$ cat src/rtl/fram_pkg.sv
`default_nettype none

package fram_pkg;

    localparam int REG_IDX_W = 2;
    localparam int IMM_W     = 32;
    localparam int DATA_W    = 64;
    localparam int CNT_W     = 6;

    // Instruction operation codes
    typedef enum logic [2:0] {
        OP_LOAD   = 3'd0,
        OP_OUTPUT = 3'd1,
        OP_ADD    = 3'd2,
        OP_SUB    = 3'd3,
        OP_MUL    = 3'd4,
        OP_MOVE   = 3'd5,
        OP_DIV    = 3'd6
    } t_op;

    // Result kinds
    localparam logic RK_OUTPUT   = 1'b0;
    localparam logic RK_DIV_ZERO = 1'b1;

    typedef struct packed {
        logic [2:0]                   operation;
        logic [REG_IDX_W-1:0]         dest_reg;
        logic                         src_is_reg;
        logic [REG_IDX_W-1:0]         src_reg;
        logic signed [IMM_W-1:0]      immediate;
    } t_instr;

    typedef struct packed {
        logic                         result_kind;
        logic signed [DATA_W-1:0]     value;
    } t_result;

    // Serial arithmetic unit operations
    typedef enum logic [1:0] {
        ALU_ADD,
        ALU_SUB,
        ALU_MUL,
        ALU_DIV
    } t_alu_op;

    typedef struct packed {
        logic    start;
        t_alu_op op;
    } t_alu_req;

    typedef enum logic [1:0] {
        AP_IDLE,
        AP_PREP,
        AP_LOOP,
        AP_FIX
    } t_alu_phase;

    typedef enum logic [1:0] {
        S_IDLE,
        S_READ,
        S_EXEC
    } t_state;

endpackage

`default_nettype wire

$ cat src/rtl/fram_ram.sv
`default_nettype none

module fram_ram #(
    parameter int WIDTH = 64,
    parameter int DEPTH = 4,
    localparam int AW   = (DEPTH > 1) ? $clog2(DEPTH) : 1
) (
    input  wire logic             i_clk,
    input  wire logic             i_we,
    input  wire logic [AW-1:0]    i_waddr,
    input  wire logic [WIDTH-1:0] i_wdata,
    input  wire logic [AW-1:0]    i_raddr0,
    input  wire logic [AW-1:0]    i_raddr1,
    output logic      [WIDTH-1:0] o_rdata0,
    output logic      [WIDTH-1:0] o_rdata1
);

    logic [WIDTH-1:0] r_mem [DEPTH];

    // Write one entry, read two with registered data
    always_ff @(posedge i_clk) begin
        if (i_we) begin
            r_mem[i_waddr] <= i_wdata;
        end
        o_rdata0 <= r_mem[i_raddr0];
        o_rdata1 <= r_mem[i_raddr1];
    end

endmodule

`default_nettype wire

$ cat src/rtl/fram_alu.sv
`default_nettype none

module fram_alu
    import fram_pkg::*;
(
    input  wire logic              i_clk,
    input  wire logic              i_rst_n,
    input  wire t_alu_req          i_req,
    input  wire logic [DATA_W-1:0] i_a,
    input  wire logic [DATA_W-1:0] i_b,
    output logic                   o_done,
    output logic      [DATA_W-1:0] o_result
);

    t_alu_phase        r_phase, n_phase;
    logic [CNT_W-1:0]  r_cnt, n_cnt;
    logic              r_done, n_done;
    t_alu_op           r_op, n_op;
    logic [DATA_W-1:0] r_a, n_a;
    logic [DATA_W-1:0] r_b, n_b;
    logic [DATA_W-1:0] r_acc, n_acc;
    logic [DATA_W-1:0] r_rem, n_rem;
    logic              r_carry, n_carry;
    logic              r_neg, n_neg;

    logic              b_bit;
    logic              s_bit;
    logic [DATA_W:0]   shifted;
    logic [DATA_W:0]   trial;

    // Per-bit add/subtract, shift-add multiply, restoring divide
    always_comb begin
        n_phase = r_phase;
        n_cnt   = r_cnt;
        n_done  = 1'b0;
        n_op    = r_op;
        n_a     = r_a;
        n_b     = r_b;
        n_acc   = r_acc;
        n_rem   = r_rem;
        n_carry = r_carry;
        n_neg   = r_neg;

        b_bit   = (r_op == ALU_SUB) ? ~r_b[0] : r_b[0];
        s_bit   = r_a[0] ^ b_bit ^ r_carry;
        shifted = {r_rem, r_a[DATA_W-1]};
        trial   = shifted - {1'b0, r_b};

        unique case (r_phase)
            AP_IDLE: begin
                if (i_req.start) begin
                    n_op    = i_req.op;
                    n_a     = i_a;
                    n_b     = i_b;
                    n_acc   = '0;
                    n_rem   = '0;
                    n_cnt   = '0;
                    n_carry = (i_req.op == ALU_SUB);
                    n_phase = (i_req.op == ALU_DIV) ? AP_PREP : AP_LOOP;
                end
            end
            AP_PREP: begin
                // Take magnitudes, remember the quotient sign
                n_a     = r_a[DATA_W-1] ? (DATA_W'(0) - r_a) : r_a;
                n_b     = r_b[DATA_W-1] ? (DATA_W'(0) - r_b) : r_b;
                n_neg   = r_a[DATA_W-1] ^ r_b[DATA_W-1];
                n_phase = AP_LOOP;
            end
            AP_LOOP: begin
                unique case (r_op)
                    ALU_ADD, ALU_SUB: begin
                        n_acc   = {s_bit, r_acc[DATA_W-1:1]};
                        n_carry = (r_a[0] & b_bit) | (r_a[0] & r_carry) | (b_bit & r_carry);
                        n_a     = r_a >> 1;
                        n_b     = r_b >> 1;
                    end
                    ALU_MUL: begin
                        if (r_b[0]) begin
                            n_acc = r_acc + r_a;
                        end
                        n_a = r_a << 1;
                        n_b = r_b >> 1;
                    end
                    ALU_DIV: begin
                        // One quotient bit per cycle, shifted into r_a
                        if (!trial[DATA_W]) begin
                            n_rem = trial[DATA_W-1:0];
                            n_a   = {r_a[DATA_W-2:0], 1'b1};
                        end else begin
                            n_rem = shifted[DATA_W-1:0];
                            n_a   = {r_a[DATA_W-2:0], 1'b0};
                        end
                    end
                    default: ;
                endcase
                n_cnt = r_cnt + 1'b1;
                if (&r_cnt) begin
                    n_cnt = '0;
                    if (r_op == ALU_DIV) begin
                        n_phase = AP_FIX;
                    end else begin
                        n_phase = AP_IDLE;
                        n_done  = 1'b1;
                    end
                end
            end
            AP_FIX: begin
                // Apply the quotient sign
                n_acc   = r_neg ? (DATA_W'(0) - r_a) : r_a;
                n_phase = AP_IDLE;
                n_done  = 1'b1;
            end
            default: n_phase = AP_IDLE;
        endcase
    end

    always_ff @(posedge i_clk) begin
        if (!i_rst_n) begin
            r_phase <= AP_IDLE;
            r_cnt   <= '0;
            r_done  <= 1'b0;
        end else begin
            r_phase <= n_phase;
            r_cnt   <= n_cnt;
            r_done  <= n_done;
        end
    end

    always_ff @(posedge i_clk) begin
        r_op    <= n_op;
        r_a     <= n_a;
        r_b     <= n_b;
        r_acc   <= n_acc;
        r_rem   <= n_rem;
        r_carry <= n_carry;
        r_neg   <= n_neg;
    end

    assign o_done   = r_done;
    assign o_result = r_acc;

    a_cnt_loop_only: assert property (@(posedge i_clk) disable iff (!i_rst_n)
        (r_phase != AP_LOOP) |-> (r_cnt == '0))
        else $error("bit counter running outside the loop phase");

    a_done_idle: assert property (@(posedge i_clk) disable iff (!i_rst_n)
        r_done |-> (r_phase == AP_IDLE))
        else $error("done raised while the unit is still working");

    a_prep_div: assert property (@(posedge i_clk) disable iff (!i_rst_n)
        (r_phase == AP_PREP) |-> (r_op == ALU_DIV))
        else $error("magnitude step entered for a non-divide operation");

endmodule

`default_nettype wire

$ cat src/rtl/four_register_alu_machine.sv
`default_nettype none

// Four-register ALU machine: executes one decoded instruction at a time on a
// file of NUM_REGS signed 64-bit registers.
//
// Command channel: drive i_instr and raise start; the instruction transfers
// at the rising edge where start is high and busy is low. busy stays high
// until the instruction has finished and the register write has happened.
// Result channel: output and divide-by-zero instructions raise o_valid for
// exactly one cycle with o_result; the receiver cannot stall, so the result
// is taken at the end of that cycle.
//
// Timing: load, move, output and unused codes finish in the read state (the register
// file read is registered). Add and subtract run one bit per cycle through
// the serial unit, multiply one multiplier bit per cycle. Divide adds a
// magnitude step and a sign step; divide by zero finishes in the read state.
// The 64-step loop of the serial unit sets the rate.
//
// Reset clears all entry valid bits, so every register reads as zero until
// written, and returns the control to idle.
module four_register_alu_machine
    import fram_pkg::*;
#(
    parameter int NUM_REGS = 4
) (
    input  wire logic    i_clk,
    input  wire logic    i_rst_n,
    input  wire logic    start,
    input  wire t_instr  i_instr,
    output logic         busy,
    output logic         o_valid,
    output t_result      o_result
);

    localparam int AW = (NUM_REGS > 1) ? $clog2(NUM_REGS) : 1;

    function automatic logic [AW-1:0] to_addr(input logic [REG_IDX_W-1:0] idx);
        logic [AW+REG_IDX_W-1:0] wide;
        wide = {{AW{1'b0}}, idx};
        return wide[AW-1:0];
    endfunction

    function automatic logic in_range(input logic [REG_IDX_W-1:0] idx);
        return 32'(idx) < NUM_REGS;
    endfunction

    t_state              r_state, n_state;
    t_instr              r_ins;
    logic                r_dok;
    logic                r_sok;
    logic [NUM_REGS-1:0] r_valid;
    logic                r_out_vld, n_out_vld;
    t_result             r_out, n_out;

    logic                accept;
    logic                we;
    logic [AW-1:0]       waddr;
    logic [DATA_W-1:0]   wdata;
    logic [DATA_W-1:0]   rdata0;
    logic [DATA_W-1:0]   rdata1;
    logic [DATA_W-1:0]   d_val;
    logic [DATA_W-1:0]   s_reg;
    logic [DATA_W-1:0]   s_val;
    logic [DATA_W-1:0]   imm64;
    t_alu_req            alu_req;
    logic                alu_done;
    logic [DATA_W-1:0]   alu_result;

    assign accept = start && !busy;
    assign busy   = (r_state != S_IDLE);
    assign waddr  = to_addr(r_ins.dest_reg);

    fram_ram #(
        .WIDTH (DATA_W),
        .DEPTH (NUM_REGS)
    ) u_regs (
        .i_clk    (i_clk),
        .i_we     (we),
        .i_waddr  (waddr),
        .i_wdata  (wdata),
        .i_raddr0 (to_addr(i_instr.dest_reg)),
        .i_raddr1 (to_addr(i_instr.src_reg)),
        .o_rdata0 (rdata0),
        .o_rdata1 (rdata1)
    );

    fram_alu u_alu (
        .i_clk    (i_clk),
        .i_rst_n  (i_rst_n),
        .i_req    (alu_req),
        .i_a      (d_val),
        .i_b      (s_val),
        .o_done   (alu_done),
        .o_result (alu_result)
    );

    // Operand selection; unwritten or missing registers read as zero
    always_comb begin
        imm64 = {{(DATA_W-IMM_W){r_ins.immediate[IMM_W-1]}}, r_ins.immediate};
        d_val = r_dok ? rdata0 : '0;
        s_reg = r_sok ? rdata1 : '0;
        s_val = r_ins.src_is_reg ? s_reg : imm64;
    end

    // Decode, dispatch and write back
    always_comb begin
        n_state       = r_state;
        n_out_vld     = 1'b0;
        n_out         = r_out;
        we            = 1'b0;
        wdata         = alu_result;
        alu_req.start = 1'b0;
        alu_req.op    = ALU_ADD;

        unique case (r_state)
            S_IDLE: begin
                if (accept) begin
                    n_state = S_READ;
                end
            end
            S_READ: begin
                n_state = S_IDLE;
                case (t_op'(r_ins.operation))
                    OP_LOAD: begin
                        we    = in_range(r_ins.dest_reg);
                        wdata = imm64;
                    end
                    OP_OUTPUT: begin
                        n_out_vld         = 1'b1;
                        n_out.result_kind = RK_OUTPUT;
                        n_out.value       = d_val;
                    end
                    OP_ADD: begin
                        alu_req.start = 1'b1;
                        alu_req.op    = ALU_ADD;
                        n_state       = S_EXEC;
                    end
                    OP_SUB: begin
                        alu_req.start = 1'b1;
                        alu_req.op    = ALU_SUB;
                        n_state       = S_EXEC;
                    end
                    OP_MUL: begin
                        alu_req.start = 1'b1;
                        alu_req.op    = ALU_MUL;
                        n_state       = S_EXEC;
                    end
                    OP_MOVE: begin
                        we    = in_range(r_ins.dest_reg);
                        wdata = s_reg;
                    end
                    OP_DIV: begin
                        if (s_val == '0) begin
                            n_out_vld         = 1'b1;
                            n_out.result_kind = RK_DIV_ZERO;
                            n_out.value       = '0;
                        end else begin
                            alu_req.start = 1'b1;
                            alu_req.op    = ALU_DIV;
                            n_state       = S_EXEC;
                        end
                    end
                    default: ;
                endcase
            end
            S_EXEC: begin
                if (alu_done) begin
                    we      = in_range(r_ins.dest_reg);
                    n_state = S_IDLE;
                end
            end
            default: n_state = S_IDLE;
        endcase
    end

    // Control state, valid bits and result strobe
    always_ff @(posedge i_clk) begin
        if (!i_rst_n) begin
            r_state   <= S_IDLE;
            r_valid   <= '0;
            r_out_vld <= 1'b0;
        end else begin
            r_state   <= n_state;
            r_out_vld <= n_out_vld;
            if (we) begin
                r_valid[waddr] <= 1'b1;
            end
        end
    end

    // Capture the instruction and its operand validity at transfer, and register the result value
    always_ff @(posedge i_clk) begin
        if (accept) begin
            r_ins <= i_instr;
            r_dok <= in_range(i_instr.dest_reg) && r_valid[to_addr(i_instr.dest_reg)];
            r_sok <= in_range(i_instr.src_reg) && r_valid[to_addr(i_instr.src_reg)];
        end
        r_out <= n_out;
    end

    assign o_valid  = r_out_vld;
    assign o_result = r_out;

    a_strobe_single: assert property (@(posedge i_clk) disable iff (!i_rst_n)
        o_valid |=> !o_valid)
        else $error("result strobe held for more than one cycle");

    a_accept_busy: assert property (@(posedge i_clk) disable iff (!i_rst_n)
        accept |=> busy)
        else $error("busy not raised after an instruction transfer");

    a_write_busy: assert property (@(posedge i_clk) disable iff (!i_rst_n)
        we |-> busy)
        else $error("register write while idle");

    a_done_exec: assert property (@(posedge i_clk) disable iff (!i_rst_n)
        alu_done |-> (r_state == S_EXEC))
        else $error("serial unit finished with no instruction waiting");

endmodule

`default_nettype wire

$ cat config.mk
export PLATFORM = sky130hd
export DESIGN_NAME = four_register_alu_machine
export DESIGN_NICKNAME = d
export VERILOG_FILES = /design/src/rtl/fram_pkg.sv /design/src/rtl/fram_ram.sv /design/src/rtl/fram_alu.sv /design/src/rtl/four_register_alu_machine.sv
export SDC_FILE = /design/constraint.sdc
export NUM_CORES = 2
export LEC_CHECK = 0
export BUFFER_PORTS_ARGS = -buffer_cell sky130_fd_sc_hd__clkbuf_2
export CAP_MARGIN = 20
export CORE_AREA = 2 2 279 281
export CTS_BUF_LIST = sky130_fd_sc_hd__clkbuf_4 sky130_fd_sc_hd__clkbuf_8 sky130_fd_sc_hd__clkbuf_16
export DETAILED_ROUTE_END_ITERATION = 12
export DIE_AREA = 0 0 281 283
export GPL_TIMING_DRIVEN = 0
export PLACE_DENSITY = 0.75
export SETUP_SLACK_MARGIN = 0.1
export SLEW_MARGIN = 20
export SYNTH_ARGS = -nofsm -noshare
export SYNTH_HDL_FRONTEND = slang
export SYNTH_SLANG_ARGS = --single-unit
$ cat constraint.sdc
create_clock -name i_clk -period 6.3 [get_ports i_clk]
set_input_delay 0.945 -clock i_clk [delete_from_list [all_inputs] [get_ports i_clk]]
set_output_delay 0.945 -clock i_clk [all_outputs]
set_load 0.05 [all_outputs]
**Word level (Yosys, flattened, before mapping)**

Memories as Yosys holds them, arrays and structs flattened. A register that Yosys moved wholly into a read port is not among the register bits.
Index checks and enable logic that the tools add are counted.

- Register bits after elaboration: 381
- Bits in writable memories: 256
- Input bits: 43
- Output and inout bits: 67
- Word-level logic and storage cells: 162
- Memories kept: 1

- $add $sub $neg: 5
- $lt $le $gt $ge: 4
- Eq/ne operators: 28
- Mux-type cells: 60
- Bitwise logic cells: 10
- Reductions and logical operators: 31

Memory list:

| name | depth | width | read ports | clocked after memory_dff | wr ports | RTL line | source |
|---|---|---|---|---|---|---|---|
| u_regs.r_mem | 4 | 64 | 2 | 2 | 1 | fram_ram.sv:18 | `logic [WIDTH-1:0] r_mem [DEPTH];` |

Operators with widths:

| kind | number |
|---|---|
| $mux W64 | 14 |
| $pmux W64 S3 | 4 |
| $pmux W64 S2 | 3 |
| $pmux W65 S2 | 1 |
| $sub A1 B64 Y64 const A | 2 |
| $mux W65 | 1 |
| $sub A65 B64 Y65 | 1 |
| $add A64 B64 Y64 | 1 |
| $logic_not A64 Y1 | 1 |
| $reduce_and A3 Y1 | 5 |
| $mux W1 | 14 |
| $mux W2 | 7 |
| $eq A2 B2 Y1 const B | 6 |
| $mux W6 | 2 |
| $pmux W3 S4 | 1 |
| $pmux W6 S2 | 1 |
| $reduce_and A2 Y1 | 6 |
| $ne A2 B1 Y1 const B | 5 |
| $ne A2 B2 Y1 const B | 5 |
| $eq A3 B3 Y1 const B | 3 |
| $lt A2 B3 Y1 const B | 3 |
| $eq A2 B1 Y1 const B | 4 |
| $pmux W1 S2 | 4 |
| $pmux W2 S4 | 1 |
| other kinds (26) | 43 |

**Logic depth before layout (Yosys ltp)**

- Depth in word-level cells: 10
- Gate-level depth with buffers: 16
- Depth with buffers taken out: 14

**Hierarchy**

From an unflattened synthesis, not the netlist that was laid out.

- Cells, all modules: 4,168
- Area total of the unflattened synthesis: 44,452.6 µm²

By module, submodules not included:

| module | instances | cells each | area an instance (µm²) | seq. area each (µm²) |
|---|---|---|---|---|
| fram_alu | 1 | 2,954 | 24,125.6 | 7,987.7 |
| fram_ram | 1 | 544 | 13,526.7 | 10,249.8 |
| four_register_alu_machine | 1 | 670 | 6,800.3 | 3,293.2 |

**Least setup slack after synthesis**

OpenSTA, ideal clock, no wires.

- Kind: reg-to-reg
- Start point: register u_regs.o_rdata1[32], read port of u_regs.r_mem
- End point: register u_alu.r_b[0], enable pin
- Library setup time: 0.580 ns
- Arrival: 6.060 ns
- Required time: 5.720 ns
- Path slack: -0.340 ns
- Cell stages (with the launch flop): 12
- Buffers on the path: 0
- Period minus slack after synthesis: 6.640 ns
- Cells stage by stage: dfxtp_1 -> nor4_1 -> nand4_1 -> o41ai_1 -> a21oi_1 -> nor2b_1 -> o21ai_0 -> o211a_1 -> nor2b_1 -> nor2_1 -> and2_1 -> a21boi_0

- Longest elaborated chain between the ends: 8

Ends and longest elaborated chain:

| element | RTL line | source |
|---|---|---|
| start: declaration | fram_ram.sv:15 | `output logic [WIDTH-1:0] o_rdata1` |
| $mux W64 | four_register_alu_machine.sv:101 | `s_reg = r_sok ? rdata1 : '0;` |
| $mux W64 | four_register_alu_machine.sv:102 | `s_val = r_ins.src_is_reg ? s_reg : imm64;` |
| $logic_not A64 Y1 | four_register_alu_machine.sv:153 | `if (s_val == '0) begin` |
| $mux W3 | four_register_alu_machine.sv:153 |  |
| $pmux W3 S4 | four_register_alu_machine.sv:123 | `case (t_op'(r_ins.operation))` |
| $mux W3 | four_register_alu_machine.sv:115 | `unique case (r_state)` |
| $ne A2 B2 Y1 (no source line) | n/a |  |
| $reduce_and A4 Y1 (no source line) | n/a |  |
| end signal: assignment | fram_alu.sv:132 | `r_b <= n_b;` |
| end: declaration | fram_alu.sv:20 | `logic [DATA_W-1:0] r_b, n_b;` |

Every way passes these cells.
A chain may end at the register's enable or synchronous reset.

**Final worst setup path**

- Start point: register u_alu.r_a[63]
- End point: register u_alu.r_rem[58], data pin

- Longest elaborated chain between the ends: 4

Ends and longest elaborated chain:

| element | RTL line | source |
|---|---|---|
| start: declaration | fram_alu.sv:19 | `logic [DATA_W-1:0] r_a, n_a;` |
| start signal: assignment | fram_alu.sv:131 | `r_a <= n_a;` |
| $sub A65 B64 Y65 | fram_alu.sv:47 | `trial = shifted - {1'b0, r_b};` |
| $mux W64 | fram_alu.sv:86 | `if (!trial[DATA_W]) begin` |
| $mux W64 | fram_alu.sv:70 | `unique case (r_op)` |
| $pmux W64 S2 | fram_alu.sv:49 | `unique case (r_phase)` |
| end signal: assignment | fram_alu.sv:134 | `r_rem <= n_rem;` |
| end: declaration | fram_alu.sv:22 | `logic [DATA_W-1:0] r_rem, n_rem;` |

Every way passes these cells. The select of a mux whose other input is x is not followed.

==> impl_metrics.json <==
{
  "ctsResizeCount": 0,
  "grt_pass1_wl_mm": 216.8,
  "cts.clk_slew.worst_paths_ns": 0.06,
  "route.detailed.drc": 0,
  "hold_path.class": "in2reg",
  "worst_setup_path_end_kind": "register",
  "holdBufCountCts": 0,
  "dpl_cell_area_um2": 45830,
  "netlist_area_um2": 43390,
  "timing.final.crit_share": 0.9459,
  "r2r_slack_ns": 0.34,
  "switchingPower_mw": 11.30,
  "drt_iter0_drc": 4907,
  "min-delay-start": "i_instr[12]",
  "hold_viol_final": 0,
  "ff2ff_path_depth": 16,
  "grt_usage": 0.3692,
  "ys_types": 81,
  "hpwlAfterDp_mm": 108.8,
  "synth-seq-cells": 765,
  "power_frac_clock": 0.203,
  "drv_cap": 0,
  "port_buffers": 107,
  "syn_nets": 4166,
  "vias": 35618,
  "synth_warnings": 0,
  "dr.pass1.iters": 6,
  "power_frac_comb": 0.482,
  "nNetsFinal": 4399,
  "worstPathRequired_ns": 6.67,
  "numCtsBuffers": 83,
  "startpoint_type": "register",
  "max_slew_margin": 0.1141,
  "synth_ff_type": "edfxtp_1",
  "peakVddDrop_mv": 0.3311,
  "clk_latency_ns": 0.68,
  "finalCriticalPeriod_ns": 5.959,
  "p_int_mw": 14.79,
  "final_cell_area_um2": 48810,
  "antenna_left": 0,
  "coreArea_um2": 76700,
  "cts_tree": "done",
  "min_to": "imm64[12]$_DFFE_PP_",
  "rsz0062_at_grt": "false",
  "synthCells": 3981,
  "status": "complete, no violations",
  "synth_edf_count": 621,
  "fp.dieH_um": 283,
  "synth_area_per_cell_um2": 10.90,
  "finalMaxSlewViolations": 0,
  "cts_htree_levels": 3,
  "antenna_found_initial": 4,
  "drive_gt1_frac": 0.1137,
  "viasPerCell": 6.685,
  "grt_overflow": 0,
  "grt_start_max_net_pins": 37,
  "synthArstFlopShare": 0,
  "hold_depth": 1,
  "utilization": 0.6363,
  "seq_area_frac_synth": 0.4963,
  "routed_wl_mm": 148.1,
  "wl_per_cell_um": 27.80,
  "finalSetupViolCount": 0,
  "skew_ns": 0.03585,
  "fin_setup_tns_ns": 0,
  "initial_utilization": 0.5656,
  "swShare": 0.4331,
  "reg2reg_to": "u_alu.r_rem[58]$_SDFFCE_PN0P_",
  "seqPwrFrac": 0.314,
  "io_pins": 110,
  "p_leak_nw": 17.94,
  "cts_setup_buffers": 0,
  "p_per_area_nw_per_um2": 534.4,
  "clock_sinks": 765,
  "worst_pin_slew_ns": 1.317,
  "cts.root.buffer_cell": "clkbuf_16",
  "r2r-start": "u_alu.r_a[63]$_DFFE_PP_",
  "dieArea_um2": 79520,
  "crit_fanout": 10,
  "grt_pass1_vias": 33921,
  "area_growth_pct": 12.50,
  "clock.fmax_mhz": 167.8,
  "globalplace.congestion": 1.004,
  "arrival_ns": 6.33,
  "rows": 102,
  "die_x_um": 281,
  "clockBufferDepth": 3,
  "finalPower_mw": 26.08,
  "worstSetupPathType": "reg2reg"
}
==> power by group through the flow <==
stage	combinational, mW	sequential, mW	clock (mW)
2_1_floorplan	8.95	7.82	0
3_3_place_gp	11.4	8.22	0
3_5_place_dp	12.1	8.22	0
4_1_cts	12.2	8.12	5.31
5_1_grt	13.6	8.24	5.50
6_report	12.6	8.20	5.31
==> sequential cells by signal, indices dropped and copies added, names as in the netlist, 2 cells and up <==
signal	count
o_result	65
u_alu.r_cnt	6
r_ins	4
u_regs.o_rdata0	64
u_alu.r_b	64
u_alu.r_op	2
r_state	2
u_alu.o_result	64
u_alu.r_phase	2
r_valid	4
u_regs.r_mem	256
waddr	2
u_regs.o_rdata1	64
u_alu.r_a	64
u_alu.r_rem	64
imm64	32
==> layout make-up <==
class / instances / area (µm²)
Multi-Input combinational cell: 2836 / 20490
Fill cell: 6110 / 27890
Clock inverter: 51 / 625.6
Timing Repair Buffer: 148 / 1065
Clock buffer: 104 / 2332
Antenna cell: 4 / 10.01
Inverter: 105 / 394.1
Tap cell: 1040 / 1301
Sequential cell: 765 / 21530
Buffer: 275 / 1061
==> cell usage in the layout, fill, tap and decap left out, drive strengths merged, types with 11 or more instances in the layout <==
cell    instances
o21ai         174
nor2b          24
o31ai          11
a22oi          43
nand2         342
a221oi         37
a21oi         386
clkbuf        440
o21bai         21
or4            21
nor3           51
inv           107
a211oi         19
bufinv         12
nand4          57
clkinv         30
a31oi          62
and3           22
buf            87
a22o           94
o21a           11
o22ai          36
and2           22
ha            139
o211ai         17
nor4           55
mux4          130
or3            46
nand3          54
a21o          110
nor2          310
xor2          114
mux2i         126
edfxtp        621
nand2b         42
dfxtp         144
xnor2         162
==> synth_stat cells, drive strengths merged (6+ instances only) <==
master | count | share of area
a22oi | 43 | 0.0074
o31ai | 11 | 0.0019
clkbuf | 229 | 0.020
nand2b | 42 | 0.0062
nor2 | 310 | 0.027
nor2b | 24 | 0.0035
a32oi | 8 | 0.0016
a221oi | 37 | 0.0075
a31oi | 62 | 0.0089
o211ai | 17 | 0.0029
mux4 | 130 | 0.067
and3 | 22 | 0.0032
a211oi | 19 | 0.0033
or3 | 46 | 0.0072
or2 | 10 | 0.0014
nand4 | 57 | 0.0082
nor4 | 55 | 0.0086
o22ai | 36 | 0.0052
a21oi | 386 | 0.045
o21bai | 21 | 0.0036
a22o | 94 | 0.019
dfxtp | 144 | 0.066
mux2i | 126 | 0.029
nand3 | 54 | 0.0062
a21o | 110 | 0.019
nor3 | 51 | 0.0059
xnor2 | 162 | 0.033
or4 | 21 | 0.0038
buf | 46 | 0.0045
o21a | 11 | 0.0019
ha | 139 | 0.040
nand2 | 342 | 0.030
and2 | 22 | 0.0032
edfxtp | 621 | 0.43
xor2 | 114 | 0.023
inv | 104 | 0.0090
o221ai | 6 | 0.0012
o21ai | 174 | 0.020
==> per-stage QoR <==
| stage | setup slack (ns) | std cells | hold slack [ns] |
|---|---|---|---|
| 2_1_floorplan | -0.1644 | 3981 | 0.4519 |
| 6_report | 0.3408 | 5328 | 0.4416 |
| 3_3_place_gp | -4.443 | 5128 | 0.4652 |
| 5_1_grt | 0.1491 | 5324 | 0.4395 |
| 3_5_place_dp | 0.4476 | 5168 | 0.4813 |
| 4_1_cts | 0.3711 | 5323 | 0.4457 |
==> metal layers <==
metal	global-route usage	share of wire	vias up
met2	0.5473	0.43	2266
met4	0.2083	0.066	6
met5	0	0.00054	-
met3	0.09978	0.12	526
li1	-	-	15539
met1	0.4908	0.38	17281
==> worst max-delay path, stage by stage, from the launching register on <==
cell      delay (ns)
edfxtp_1        0.40
clkbuf_1        0.28
inv_1           0.29
ha_1            0.24
fa_1            0.22
nand2b_1        0.16
a21oi_1         0.10
o21ai_0         0.33
o21bai_1        0.25
o31ai_1         0.61
nand2_1         0.30
a21oi_1         0.49
o31ai_1         0.15
xor2_1          0.82
clkbuf_1        0.69
mux2i_1         0.26
nor2_1          0.07
==> how the worst max path moves through the flow <==
stage,from,cells after the start,to,slack (ns)
after global routing,u_alu.r_a[63]$_DFFE_PP_,16,u_alu.r_rem[59]$_SDFFCE_PN0P_,0.15
after floorplan,u_regs.o_rdata1[32]$_DFF_P_,9,u_alu.r_a[0]$_DFFE_PP_,-0.16
after global placement,u_regs.o_rdata1[58]$_DFF_P_,9,u_alu.o_result[26]$_DFFE_PP_,-4.44
final,u_alu.r_a[63]$_DFFE_PP_,16,u_alu.r_rem[58]$_SDFFCE_PN0P_,0.34
after detailed placement,u_alu.r_a[63]$_DFFE_PP_,16,u_alu.r_rem[59]$_SDFFCE_PN0P_,0.45
after CTS,u_alu.r_a[63]$_DFFE_PP_,16,u_alu.r_rem[58]$_SDFFCE_PN0P_,0.37
==> cells by family (layout without fill, tap and decap cells) <==
logic type | Yosys count | count (layout) | share of synthesized area
XOR/XNOR | 276 | 276 | 0.05572
AO/OA/AOI/OAI | 1086 | 1086 | 0.1586
other | 0 | 4 | 0
multiplexers | 256 | 256 | 0.09655
adder cells (fa/ha/maj) | 142 | 142 | 0.04147
flip-flops | 765 | 765 | 0.4963
AND/OR/NAND/NOR | 1076 | 1076 | 0.1180
buffers and inverters | 380 | 683 | 0.03337
Note: power is estimated with default switching activity, not from simulation.
